`src/rtl/mcst_pkg.sv`:
```
`default_nettype none

package mcst_pkg;

  // default table size
  localparam int TimerSlotsDef = 16;

  // command codes of an input item
  typedef enum logic [1:0] {
    CMD_CREATE  = 2'd0,
    CMD_KILL    = 2'd1,
    CMD_RESTART = 2'd2,
    CMD_TICK    = 2'd3
  } cmd_t;

  // result kind and status codes
  localparam logic KIND_DONE  = 1'b0;
  localparam logic KIND_FIRE  = 1'b1;
  localparam logic STATUS_OK  = 1'b0;
  localparam logic STATUS_ERR = 1'b1;

  // input item
  typedef struct packed {
    cmd_t        command;
    logic [31:0] now_ms;
    logic [31:0] timeout_ms;
    logic        periodic_mode;
    logic [3:0]  slot_id;
    logic        has_action;
    logic [15:0] action_tag;
  } in_item_t;

  // result item
  typedef struct packed {
    logic        result_kind;
    logic        status;
    logic [3:0]  slot_out;
    logic [15:0] tag_out;
    logic        last;
  } out_item_t;

  // per-slot settings held in one memory word
  typedef struct packed {
    logic [31:0] timeout_ms;
    logic        periodic;
    logic        has_action;
    logic [15:0] tag;
  } slot_cfg_t;

  // controller states
  typedef enum logic [3:0] {
    ST_IDLE,
    ST_DECODE,
    ST_SCAN,
    ST_CREATE,
    ST_KILL_RD,
    ST_KILL_WR,
    ST_TICK_ORD,
    ST_TICK_SLOT,
    ST_TICK_EVAL,
    ST_TICK_ACT,
    ST_WALK_END,
    ST_DONE
  } state_t;

  // controller to datapath
  typedef struct packed {
    logic load_item;
    logic scan_clr;
    logic scan_inc;
    logic create_wr;
    logic kill_clr;
    logic restart_wr;
    logic walk_clr;
    logic ord_rd;
    logic kill_step;
    logic tick_slot;
    logic tick_eval;
    logic tick_step;
    logic walk_end;
    logic emit_done;
    logic done_err;
  } ctl_cmd_t;

  // datapath to controller
  typedef struct packed {
    cmd_t command;
    logic sid_ok;
    logic scan_free;
    logic scan_end;
    logic count_zero;
    logic walk_last;
    logic fire_act;
    logic out_free;
  } dp_sts_t;

endpackage

`default_nettype wire

```
`src/rtl/mcst_ram.sv`:
```
`default_nettype none

module mcst_ram #(
  parameter int WIDTH = 8,
  parameter int DEPTH = 16,
  localparam int AW = (DEPTH > 1) ? $clog2(DEPTH) : 1
) (
  input  wire logic             clk,
  input  wire logic             we,
  input  wire logic [AW-1:0]    waddr,
  input  wire logic [WIDTH-1:0] wdata,
  input  wire logic             re,
  input  wire logic [AW-1:0]    raddr,
  output logic      [WIDTH-1:0] rdata
);

  logic [WIDTH-1:0] mem [DEPTH];
  logic [WIDTH-1:0] rdata_r;

  // one write port, one registered read port
  always_ff @(posedge clk) begin
    if (we) begin
      mem[waddr] <= wdata;
    end
    if (re) begin
      rdata_r <= mem[raddr];
    end
  end

  assign rdata = rdata_r;

endmodule

`default_nettype wire

```
`src/rtl/mcst_ctrl.sv`:
```
`default_nettype none

module mcst_ctrl (
  input  wire logic              clk,
  input  wire logic              rst_n,
  input  wire logic              in_valid,
  output logic                   in_ready,
  input  wire mcst_pkg::dp_sts_t sts,
  output mcst_pkg::ctl_cmd_t     cmd
);

  import mcst_pkg::*;

  state_t state_r, state_nxt;
  logic   err_r, err_nxt;

  // state register
  always_ff @(posedge clk) begin
    if (!rst_n) begin
      state_r <= ST_IDLE;
      err_r   <= 1'b0;
    end else begin
      state_r <= state_nxt;
      err_r   <= err_nxt;
    end
  end

  // next state and commands
  always_comb begin
    state_nxt    = state_r;
    err_nxt      = err_r;
    cmd          = '0;
    cmd.done_err = err_r;
    in_ready     = 1'b0;
    case (state_r)
      ST_IDLE: begin
        in_ready = 1'b1;
        if (in_valid) begin
          cmd.load_item = 1'b1;
          state_nxt     = ST_DECODE;
        end
      end
      ST_DECODE: begin
        case (sts.command)
          CMD_CREATE: begin
            cmd.scan_clr = 1'b1;
            state_nxt    = ST_SCAN;
          end
          CMD_KILL: begin
            err_nxt = !sts.sid_ok;
            if (sts.sid_ok) begin
              cmd.kill_clr = 1'b1;
              cmd.walk_clr = 1'b1;
              state_nxt    = ST_KILL_RD;
            end else begin
              state_nxt = ST_DONE;
            end
          end
          CMD_RESTART: begin
            err_nxt        = !sts.sid_ok;
            cmd.restart_wr = sts.sid_ok;
            state_nxt      = ST_DONE;
          end
          default: begin
            err_nxt      = 1'b0;
            cmd.walk_clr = 1'b1;
            state_nxt    = sts.count_zero ? ST_DONE : ST_TICK_ORD;
          end
        endcase
      end
      ST_SCAN: begin
        if (sts.scan_end) begin
          err_nxt   = 1'b1;
          state_nxt = ST_DONE;
        end else if (sts.scan_free) begin
          state_nxt = ST_CREATE;
        end else begin
          cmd.scan_inc = 1'b1;
        end
      end
      ST_CREATE: begin
        cmd.create_wr = 1'b1;
        err_nxt       = 1'b0;
        state_nxt     = ST_DONE;
      end
      // kill: compact the creation order without the killed slot
      ST_KILL_RD: begin
        cmd.ord_rd = 1'b1;
        state_nxt  = ST_KILL_WR;
      end
      ST_KILL_WR: begin
        cmd.kill_step = 1'b1;
        state_nxt     = sts.walk_last ? ST_WALK_END : ST_KILL_RD;
      end
      // tick: one live timer per pass
      ST_TICK_ORD: begin
        cmd.ord_rd = 1'b1;
        state_nxt  = ST_TICK_SLOT;
      end
      ST_TICK_SLOT: begin
        cmd.tick_slot = 1'b1;
        state_nxt     = ST_TICK_EVAL;
      end
      ST_TICK_EVAL: begin
        cmd.tick_eval = 1'b1;
        state_nxt     = ST_TICK_ACT;
      end
      ST_TICK_ACT: begin
        if (!sts.fire_act || sts.out_free) begin
          cmd.tick_step = 1'b1;
          state_nxt     = sts.walk_last ? ST_WALK_END : ST_TICK_ORD;
        end
      end
      ST_WALK_END: begin
        cmd.walk_end = 1'b1;
        state_nxt    = ST_DONE;
      end
      ST_DONE: begin
        if (sts.out_free) begin
          cmd.emit_done = 1'b1;
          state_nxt     = ST_IDLE;
        end
      end
      default: begin
        state_nxt = ST_IDLE;
      end
    endcase
  end

endmodule

`default_nettype wire

```
`src/rtl/mcst_dp.sv`:
```
`default_nettype none

module mcst_dp #(
  parameter int TIMER_SLOTS = mcst_pkg::TimerSlotsDef
) (
  input  wire logic               clk,
  input  wire logic               rst_n,
  input  wire mcst_pkg::in_item_t in_item,
  input  wire logic               cfg_we,
  input  wire logic [31:0]        cfg_wdata,
  input  wire logic               out_ready,
  output logic                    out_valid,
  output mcst_pkg::out_item_t     out_item,
  input  wire mcst_pkg::ctl_cmd_t cmd,
  output mcst_pkg::dp_sts_t       sts
);

  import mcst_pkg::*;

  localparam int SW = (TIMER_SLOTS > 1) ? $clog2(TIMER_SLOTS) : 1;
  localparam int CW = $clog2(TIMER_SLOTS + 1);

  in_item_t               item_r;
  logic [31:0]            time_max_r;
  logic [TIMER_SLOTS-1:0] live_r;
  logic [CW-1:0]          count_r;
  logic [CW-1:0]          i_r;
  logic [CW-1:0]          w_r;
  logic [CW-1:0]          j_r;
  logic [SW-1:0]          s_r;
  logic [31:0]            elapsed_r;
  logic [31:0]            elapsed_nxt;
  out_item_t              out_r;
  logic                   out_valid_r;

  logic [SW-1:0] i_idx, j_idx, sid_idx;
  logic          sid_in_range;
  logic          fire, keep, kill_keep, fire_act;
  logic          out_free;

  logic          ord_we;
  logic [SW-1:0] ord_waddr, ord_wdata, ord_rdata;
  logic          start_we;
  logic [SW-1:0] start_waddr;
  logic [31:0]   start_rdata;
  slot_cfg_t     prm_wdata, prm_rdata;

  assign i_idx   = i_r[SW-1:0];
  assign j_idx   = j_r[SW-1:0];
  assign sid_idx = SW'(item_r.slot_id);
  assign sid_in_range = (CW + 4)'(item_r.slot_id) < (CW + 4)'(TIMER_SLOTS);

  // expiry decision for the slot under evaluation
  assign fire      = elapsed_r >= prm_rdata.timeout_ms;
  assign keep      = !fire || prm_rdata.periodic;
  assign fire_act  = fire && prm_rdata.has_action;
  assign kill_keep = ord_rdata != sid_idx;
  assign out_free  = !out_valid_r || out_ready;

  // elapsed time with clock wraparound
  always_comb begin
    if (item_r.now_ms >= start_rdata) begin
      elapsed_nxt = item_r.now_ms - start_rdata;
    end else begin
      elapsed_nxt = time_max_r - start_rdata + item_r.now_ms;
    end
  end

  // status to controller
  always_comb begin
    sts            = '0;
    sts.command    = item_r.command;
    sts.sid_ok     = sid_in_range && live_r[sid_idx];
    sts.scan_end   = j_r == CW'(TIMER_SLOTS);
    sts.scan_free  = !sts.scan_end && !live_r[j_idx];
    sts.count_zero = count_r == '0;
    sts.walk_last  = (i_r + CW'(1)) == count_r;
    sts.fire_act   = fire_act;
    sts.out_free   = out_free;
  end

  // creation order memory
  always_comb begin
    ord_we    = 1'b0;
    ord_waddr = w_r[SW-1:0];
    ord_wdata = ord_rdata;
    if (cmd.create_wr) begin
      ord_we    = 1'b1;
      ord_waddr = count_r[SW-1:0];
      ord_wdata = j_idx;
    end else if (cmd.kill_step) begin
      ord_we = kill_keep;
    end else if (cmd.tick_step) begin
      ord_we    = keep;
      ord_wdata = s_r;
    end
  end

  mcst_ram #(.WIDTH(SW), .DEPTH(TIMER_SLOTS)) u_order_ram (
    .clk   (clk),
    .we    (ord_we),
    .waddr (ord_waddr),
    .wdata (ord_wdata),
    .re    (cmd.ord_rd),
    .raddr (i_idx),
    .rdata (ord_rdata)
  );

  // start time memory
  always_comb begin
    start_we    = 1'b0;
    start_waddr = s_r;
    if (cmd.create_wr) begin
      start_we    = 1'b1;
      start_waddr = j_idx;
    end else if (cmd.restart_wr) begin
      start_we    = 1'b1;
      start_waddr = sid_idx;
    end else if (cmd.tick_step) begin
      start_we = fire && prm_rdata.periodic;
    end
  end

  mcst_ram #(.WIDTH(32), .DEPTH(TIMER_SLOTS)) u_start_ram (
    .clk   (clk),
    .we    (start_we),
    .waddr (start_waddr),
    .wdata (item_r.now_ms),
    .re    (cmd.tick_slot),
    .raddr (ord_rdata),
    .rdata (start_rdata)
  );

  // timeout, mode and tag memory
  always_comb begin
    prm_wdata            = '0;
    prm_wdata.timeout_ms = item_r.timeout_ms;
    prm_wdata.periodic   = item_r.periodic_mode;
    prm_wdata.has_action = item_r.has_action;
    prm_wdata.tag        = item_r.action_tag;
  end

  mcst_ram #(.WIDTH($bits(slot_cfg_t)), .DEPTH(TIMER_SLOTS)) u_cfg_ram (
    .clk   (clk),
    .we    (cmd.create_wr),
    .waddr (j_idx),
    .wdata (prm_wdata),
    .re    (cmd.tick_slot),
    .raddr (ord_rdata),
    .rdata (prm_rdata)
  );

  // item capture and per-timer payload
  always_ff @(posedge clk) begin
    if (cmd.load_item) begin
      item_r <= in_item;
    end
    if (cmd.tick_slot) begin
      s_r <= ord_rdata;
    end
    if (cmd.tick_eval) begin
      elapsed_r <= elapsed_nxt;
    end
  end

  // time_max register
  always_ff @(posedge clk) begin
    if (!rst_n) begin
      time_max_r <= '1;
    end else if (cfg_we) begin
      time_max_r <= cfg_wdata;
    end
  end

  // live bits, live count and walk counters
  always_ff @(posedge clk) begin
    if (!rst_n) begin
      live_r  <= '0;
      count_r <= '0;
      i_r     <= '0;
      w_r     <= '0;
      j_r     <= '0;
    end else begin
      if (cmd.scan_clr) begin
        j_r <= '0;
      end else if (cmd.scan_inc) begin
        j_r <= j_r + CW'(1);
      end
      if (cmd.create_wr) begin
        live_r[j_idx] <= 1'b1;
        count_r       <= count_r + CW'(1);
      end
      if (cmd.kill_clr) begin
        live_r[sid_idx] <= 1'b0;
      end
      if (cmd.walk_clr) begin
        i_r <= '0;
        w_r <= '0;
      end
      if (cmd.kill_step) begin
        i_r <= i_r + CW'(1);
        w_r <= w_r + CW'(kill_keep);
      end
      if (cmd.tick_step) begin
        i_r <= i_r + CW'(1);
        w_r <= w_r + CW'(keep);
        if (!keep) begin
          live_r[s_r] <= 1'b0;
        end
      end
      if (cmd.walk_end) begin
        count_r <= w_r;
      end
    end
  end

  // result register
  always_ff @(posedge clk) begin
    if (!rst_n) begin
      out_valid_r <= 1'b0;
    end else if (cmd.emit_done || (cmd.tick_step && fire_act)) begin
      out_valid_r <= 1'b1;
    end else if (out_ready) begin
      out_valid_r <= 1'b0;
    end
  end

  always_ff @(posedge clk) begin
    if (cmd.tick_step && fire_act) begin
      out_r.result_kind <= KIND_FIRE;
      out_r.status      <= STATUS_OK;
      out_r.slot_out    <= 4'(s_r);
      out_r.tag_out     <= prm_rdata.tag;
      out_r.last        <= 1'b0;
    end else if (cmd.emit_done) begin
      out_r.result_kind <= KIND_DONE;
      out_r.status      <= cmd.done_err ? STATUS_ERR : STATUS_OK;
      out_r.tag_out     <= '0;
      out_r.last        <= 1'b1;
      case (item_r.command)
        CMD_CREATE:  out_r.slot_out <= cmd.done_err ? 4'd0 : 4'(j_r);
        CMD_TICK:    out_r.slot_out <= 4'd0;
        default:     out_r.slot_out <= item_r.slot_id;
      endcase
    end
  end

  assign out_valid = out_valid_r;
  assign out_item  = out_r;

endmodule

`default_nettype wire

```
`src/rtl/multi_channel_soft_timer_table_core.sv`:
```
// Timer table with up to TIMER_SLOTS software timers.
// Input channel (in_valid/in_ready/in_item): one command item at a time:
// create, kill, restart or tick. Result channel (out_valid/out_ready/out_item):
// every item ends with one completion result with last set; a tick first
// sends one fired event per expiring timer that has an action, in creation
// order. The user must write time_max (cfg_we/cfg_wdata) only while the
// block is idle; the block itself does not enforce it. A create takes the
// lowest free slot. The per-timer steps are the registered reads of the
// creation order memory and then of the slot memories, followed by the
// elapsed time and the compare. Items are handled one at a time; a new
// item is taken as soon as the previous completion sits in the output
// register.
// Reset empties the table and sets time_max to all ones; no clearing pass.
// A stalled receiver holds the result register and pauses a tick walk at
// the next fired event; nothing is dropped.
`default_nettype none

module multi_channel_soft_timer_table_core #(
  parameter int TIMER_SLOTS = mcst_pkg::TimerSlotsDef
) (
  input  wire logic                clk,
  input  wire logic                rst_n,
  input  wire logic                in_valid,
  output logic                     in_ready,
  input  wire mcst_pkg::in_item_t  in_item,
  output logic                     out_valid,
  input  wire logic                out_ready,
  output mcst_pkg::out_item_t      out_item,
  input  wire logic                cfg_we,
  input  wire logic [31:0]         cfg_wdata
);

  import mcst_pkg::*;

  ctl_cmd_t cmd;
  dp_sts_t  sts;

  // sequencing
  mcst_ctrl u_ctrl (
    .clk      (clk),
    .rst_n    (rst_n),
    .in_valid (in_valid),
    .in_ready (in_ready),
    .sts      (sts),
    .cmd      (cmd)
  );

  // table storage and arithmetic
  mcst_dp #(.TIMER_SLOTS(TIMER_SLOTS)) u_dp (
    .clk       (clk),
    .rst_n     (rst_n),
    .in_item   (in_item),
    .cfg_we    (cfg_we),
    .cfg_wdata (cfg_wdata),
    .out_ready (out_ready),
    .out_valid (out_valid),
    .out_item  (out_item),
    .cmd       (cmd),
    .sts       (sts)
  );

endmodule

`default_nettype wire

```
`config.mk`:
```
export PLATFORM = sky130hd
export DESIGN_NAME = multi_channel_soft_timer_table_core
export DESIGN_NICKNAME = d
export VERILOG_FILES = /design/src/rtl/mcst_pkg.sv /design/src/rtl/mcst_ram.sv /design/src/rtl/mcst_ctrl.sv /design/src/rtl/mcst_dp.sv /design/src/rtl/multi_channel_soft_timer_table_core.sv
export SDC_FILE = /design/constraint.sdc
export NUM_CORES = 2
export LEC_CHECK = 0
export BUFFER_PORTS_ARGS = -buffer_cell sky130_fd_sc_hd__buf_2
export CORE_MARGIN = 1.5
export CORE_UTILIZATION = 30
export CTS_CLUSTER_DIAMETER = 100
export DETAILED_ROUTE_END_ITERATION = 10
export PLACE_DENSITY = 0.51
export SKIP_CTS_REPAIR_TIMING = 1
export SLEW_MARGIN = 15
export SYNTH_ARGS = -nofsm -noshare
export SYNTH_HDL_FRONTEND = slang
export SYNTH_SLANG_ARGS = --single-unit
```
`constraint.sdc`:
```
create_clock -name clk -period 25.5 [get_ports clk]
set_clock_uncertainty 0.1 [all_clocks]
set_input_delay 1.275 -clock clk [delete_from_list [all_inputs] [get_ports clk]]
set_output_delay 1.275 -clock clk [all_outputs]
set_load 0.02 [all_outputs]
```
Word level (Yosys, flattened, before mapping) --
Memories as Yosys holds them, arrays and structs flattened. A register that Yosys moved wholly into a read port is not among the register bits. Cells that the tools add are included.
Storage, ports and cells: memory bits (read-only) 0, bits in registers 221, memories kept 3, bits in writable memories 1376, output and inout port bits 25, bits in latches 0, input port bits 125
Cells by class: multipliers 0, div/mod/pow operators 0, reduce and logical (&&, ||, !) cells 32, eq/ne operators 23, shift-type cells 0, add/subtract/negate cells 8, bitwise operators 6, order comparisons 8, multiplexer cells 86
Memories:
- u_dp.u_cfg_ram.mem | depth 16, width 50, read ports 1, clocked after Yosys merged registers in 1, write ports 1, RTL line mcst_ram.sv:17 | logic [WIDTH-1:0] mem [DEPTH];
- u_dp.u_start_ram.mem | depth 16, width 32, read ports 1, clocked after Yosys merged registers in 1, write ports 1, RTL line mcst_ram.sv:17
- u_dp.u_order_ram.mem | depth 16, width 4, read ports 1, clocked after Yosys merged registers in 1, write ports 1, RTL line mcst_ram.sv:17
Operator list (number):
- 16-bit 2-to-1 mux | 6
- 32-bit greater-or-equal comparator | 2
- 4-bit 2-to-1 mux | 16
- 32-bit subtractor | 2
- 4-bit case mux with 11 select lines | 1
- 1-bit 2-to-1 mux | 42
- 21-bit 2-to-1 mux | 2
- 5-bit 2-to-1 mux | 7
- 32-bit adder | 1
- 16-bit AND | 2
- 32-bit 2-to-1 mux | 1
- 16-bit NOT | 2
- 4-bit by 3-bit equality test with 1-bit output (second input constant) | 4
- 4-bit equality test (second input constant) | 4
- 16-bit bitwise OR | 1
- 5-bit by 1-bit adder with 5-bit output (second input constant) | 3
- 4-bit by 5-bit < comparator with 1-bit output (second input constant) | 3
- 1-bit demux with 4-bit select | 3
- 4-bit by 1-bit greater-or-equal comparator with 1-bit output (second input constant) | 3
- 4-bit case mux with 3 select lines | 1
- 5-bit by 1-bit adder with 5-bit output | 2
- 2-bit OR reduction | 5
- 1-bit binary-select mux with 4-bit select | 2
- 4-bit by 2-bit equality test with 1-bit output (second input constant) | 2
- other kinds (24) | 46

Logic depth before layout (Yosys ltp) --
depth after elaboration 13, depth in mapped cells 15

Modules after synthesis --
A second synthesis with hierarchy kept.
Second synthesis, totals: cell total of the unflattened synthesis 3817, area total of the unflattened synthesis 69036.2 sq um
By module, submodules not included:
- mcst_ram at u_dp.u_cfg_ram | area an instance 31411.4 sq um, sequential area each 25524.5 sq um, cells an instance 1294, instances 1
- mcst_ram at u_dp.u_start_ram | area an instance 20174.3 sq um, sequential area each 16335.7 sq um, cells an instance 838, instances 1
- mcst_dp | area an instance 14093.5 sq um, sequential area each 5765.5 sq um, cells an instance 1467, instances 1
- mcst_ram at u_dp.u_order_ram | area an instance 2706.3 sq um, sequential area each 2042.0 sq um, cells an instance 130, instances 1
- mcst_ctrl | area an instance 650.6 sq um, sequential area each 100.1 sq um, cells an instance 88, instances 1

Least setup slack after synthesis --
OpenSTA, ideal clock, no wires.
path type input port to flip-flop, start input in_valid, end register u_dp.item_r[0] (netlist bit), enable pin, arrival time 9.592 ns, cell stages on the path 2, buffers on the path 0, path slack 15.057 ns, path through inv_1 -> nor4_1
RTL lines:
- from (decl) | RTL line multi_channel_soft_timer_table_core.sv:23 | input wire logic in_valid,
- to (signal assigned) | RTL line mcst_dp.sv:156 | item_r <= in_item;
- to (decl) | RTL line mcst_dp.sv:23 | in_item_t item_r;

==> run_summary.xml <==
<?xml version="1.0" encoding="UTF-8"?>
<metrics>
  <group name="yosys">
    <metric name="synth_cells" unit="">3541</metric>
    <metric name="yosys_register_bits" unit="">1683</metric>
    <metric name="share_of_synthesized_flip_flops_with_an_asynchronous_set_or_reset" unit="%">0</metric>
    <metric name="synth-seq-area-share" unit="%">72.6</metric>
    <metric name="netlist_area" unit="um2">68500</metric>
    <metric name="synth_nets" unit="">3808</metric>
    <metric name="synth-edff-count" unit="">1606</metric>
    <metric name="synth-main-ff-cell" unit="">edfxtp_1</metric>
    <metric name="synth_warnings" unit="">0</metric>
    <metric name="netlist-cell-type-count" unit="">72</metric>
    <metric name="average_footprint_of_a_synthesized_cell" unit="um2">19.3</metric>
  </group>
  <group name="cells_and_area">
    <metric name="fin_nets" unit="">4064</metric>
    <metric name="final_common_cell" unit="">edfxtp_1</metric>
    <metric name="share_of_post_route_cells_with_drive_strength_above_1" unit="%">24.7</metric>
    <metric name="finish.cell_count_without_fillers" unit="">6960</metric>
    <metric name="filler_cell_count" unit="">21400</metric>
    <metric name="most-common-layout-cells" unit="">1606 x edfxtp_1, 440 x mux4_2, 214 x inv_1</metric>
    <metric name="synthToLayoutAreaGrowth" unit="%">15.8</metric>
  </group>
  <group name="timing">
    <metric name="final_min_period_over_clock_period" unit="%">19.1</metric>
    <metric name="finalSetupViolCount" unit="">0</metric>
    <metric name="slew_violations" unit="">0</metric>
    <metric name="timing.final.hold_violations" unit="">0</metric>
    <metric name="setup-tns-final" unit="ns">0</metric>
    <metric name="timing.fmax" unit="MHz">206</metric>
    <metric name="worstMarginPinSlew" unit="ns">1.18</metric>
    <metric name="timing.slew.headroom" unit="%">21.2</metric>
    <metric name="final.min_clock_period" unit="ns">4.87</metric>
    <metric name="setup_repair_after_global_routing_missed_its_margin" unit="">false</metric>
  </group>
  <group name="critical_path">
    <metric name="critical_path_required" unit="ns">25.97</metric>
    <metric name="worstSetupPathType" unit="">reg2reg</metric>
    <metric name="worst-endpoint-arrival" unit="ns">5.34</metric>
    <metric name="cp_max_fo" unit="">47</metric>
    <metric name="critical_path.startpoint_type" unit="">flip-flop</metric>
    <metric name="critPathCaptureType" unit="">flip-flop</metric>
  </group>
  <group name="detailed_routing">
    <metric name="drc" unit="">0</metric>
    <metric name="detail_route.first_pass.iterations" unit="">5</metric>
    <metric name="num_vias" unit="">34500</metric>
    <metric name="postRouteWirelength" unit="um">181000</metric>
    <metric name="ant_nets" unit="">0</metric>
    <metric name="post_drt_via_cell_ratio" unit="">4.96</metric>
    <metric name="route.detailed.wl_per_inst" unit="um">26.0</metric>
    <metric name="drt_first_iter_violations" unit="">3424</metric>
  </group>
  <group name="global_route">
    <metric name="grt_pass1_vias" unit="">35200</metric>
    <metric name="grt_overflow" unit="">0</metric>
    <metric name="grt_first_pass_wirelength" unit="um">259000</metric>
    <metric name="grt_antenna_before_repair" unit="">13</metric>
    <metric name="largest_net_degree_at_the_start_of_global_routing" unit="">120</metric>
    <metric name="grt.total_usage" unit="%">15.5</metric>
  </group>
  <group name="die">
    <metric name="core.rowCount" unit="">175</metric>
    <metric name="io-pin-count" unit="">150</metric>
    <metric name="start_util" unit="%">30.1</metric>
    <metric name="chipHeight" unit="um">481</metric>
    <metric name="die-width" unit="um">481</metric>
    <metric name="floorplan.core_area" unit="um2">227000</metric>
    <metric name="die-area" unit="um2">231000</metric>
  </group>
  <group name="cts">
    <metric name="tritoncts" unit="">built</metric>
    <metric name="cts-root-buf" unit="">clkbuf_16</metric>
    <metric name="path_clk_slew" unit="ns">0.06</metric>
    <metric name="tritoncts.num_buffers" unit="">182</metric>
    <metric name="max-clock-path-buffers" unit="">3</metric>
    <metric name="clkSinkCount" unit="">1683</metric>
    <metric name="htreeDepth" unit="">4</metric>
    <metric name="clk-insertion-delay-late" unit="ns">0.84</metric>
  </group>
  <group name="run">
    <metric name="timing.max_cap.violations" unit="">0</metric>
  </group>
  <group name="pwr">
    <metric name="irDropWorstVdd" unit="mV">0.0775</metric>
    <metric name="cellPowerDensity" unit="nW/um2">86.3</metric>
    <metric name="static-leakage-power" unit="nW">26.0</metric>
  </group>
  <group name="placed_design">
    <metric name="detailed_place_hpwl" unit="um">101000</metric>
    <metric name="port_buffers" unit="">149</metric>
    <metric name="routabilityCongestion" unit="">0.816</metric>
    <metric name="dpl.cell_count" unit="">6622</metric>
  </group>
  <group name="hold_path">
    <metric name="worst_hold_path_type" unit="">reg2reg</metric>
  </group>
  <group name="outcome">
    <metric name="status" unit="">finished clean</metric>
  </group>
</metrics>
==> kinds of logic after synthesis <==
group / Yosys count / share of synthesized area [%]
AOI/OAI and AO/OA: 402 / 3.75
xor gates and xnor gates: 74 / 0.946
adders and majority gates: 142 / 2.94
buffers and inverters: 365 / 2.02
DFF: 1683 / 72.6
muxes: 465 / 14.8
and+or+nand+nor: 410 / 2.87
==> cell type report <==
cell class              count  area, um2  share of cell area, %
well taps                3009       3760                   4.75
repair buffers            223       1330                   1.67
multi-input cells        1493      17600                   22.2
flip-flops and latches   1683      49800                   62.7
diodes                      2       5.00                0.00631
clock buffers             232       4840                   6.10
clock inverters           104       1180                   1.49
inverters                 214        803                   1.01
==> final timing paths <==
path	start	to	slack, ns	cells past startpoint
worst max register to register	u_dp.u_order_ram.rdata[0]$_DFFE_PP_	u_dp.u_cfg_ram.rdata[10]$_DFFE_PP_	20.63	5
worst min register to register	u_dp.out_item[22]$_SDFFE_PN1P_	u_dp.out_item[22]$_SDFFE_PN1P_	0.35	2
worst min-delay path	u_dp.out_item[22]$_SDFFE_PN1P_	u_dp.out_item[22]$_SDFFE_PN1P_	0.35	2
worst max-delay path	u_dp.u_order_ram.rdata[0]$_DFFE_PP_	u_dp.u_cfg_ram.rdata[10]$_DFFE_PP_	20.63	5
==> where the power goes <==
group          internal (mW)  switching (mW)
clock                   1.55            1.11
combinational          0.293           0.479
sequential              3.26           0.151
total                   5.11            1.74
==> flip-flops by register name (all words and copies together), names as in the netlist, 16 cells and up <==
signal and count:
u_dp.item_r 82, u_dp.u_cfg_ram.mem 800, u_dp.u_order_ram.mem 64, u_dp.u_start_ram.mem 512, u_dp.elapsed_r 32, u_dp.u_start_ram.rdata 32
u_dp.live_r 16, u_dp.time_max_r 32, u_dp.u_cfg_ram.rdata 50, u_dp.out_item 23
==> cells in the mapped netlist, types with 47 or more instances <==
cell type / n / area share [%]
edfxtp_1: 1606 / 70
mux4_2: 440 / 14
nand2_1: 125 / 0.68
clkbuf_1: 103 / 0.56
a21oi_1: 117 / 0.85
inv_1: 214 / 1.2
nor2_1: 113 / 0.62
o21ai_0: 62 / 0.45
xnor2_1: 47 / 0.60
ha_1: 110 / 2.0
dfxtp_1: 77 / 2.3
==> metal layers <==
metal | track usage, % | part of all wire [%] | routed length (um) | up-vias
met1 | 22.5 | 46 | 83200 | 18500
li1 | - | - | - | 14800
met5 | 0 | 0.039 | 71 | -
met3 | 2.34 | 4.9 | 8780 | 246
met4 | 3.92 | 2.0 | 3550 | 12
met2 | 24.5 | 47 | 85100 | 955
==> stage by stage <==
stage	worst slack, ns	utilization [%]	hold WS, ns	power [mW]	instance area [um2]
final	20.63	34.9	0.347	6.85	79300
after global routing	20.13	34.9	0.367	7.11	79300
after CTS	20.42	34.9	0.353	6.93	79300
after detailed placement	20.41	32.2	0.345	4.26	73300
after global placement	20.42	32.2	0.339	4.24	73300
after floorplan	15.06	-	0.324	3.95	68500
==> critical path, stage by stage (launching register included) <==
cell	delay, ns
edfxtp_1	0.78
buf_4	0.83
buf_4	0.81
buf_4	0.87
mux4_2	0.60
mux4_2	0.47
No activity file was read; power rests on OpenSTA's default activity.
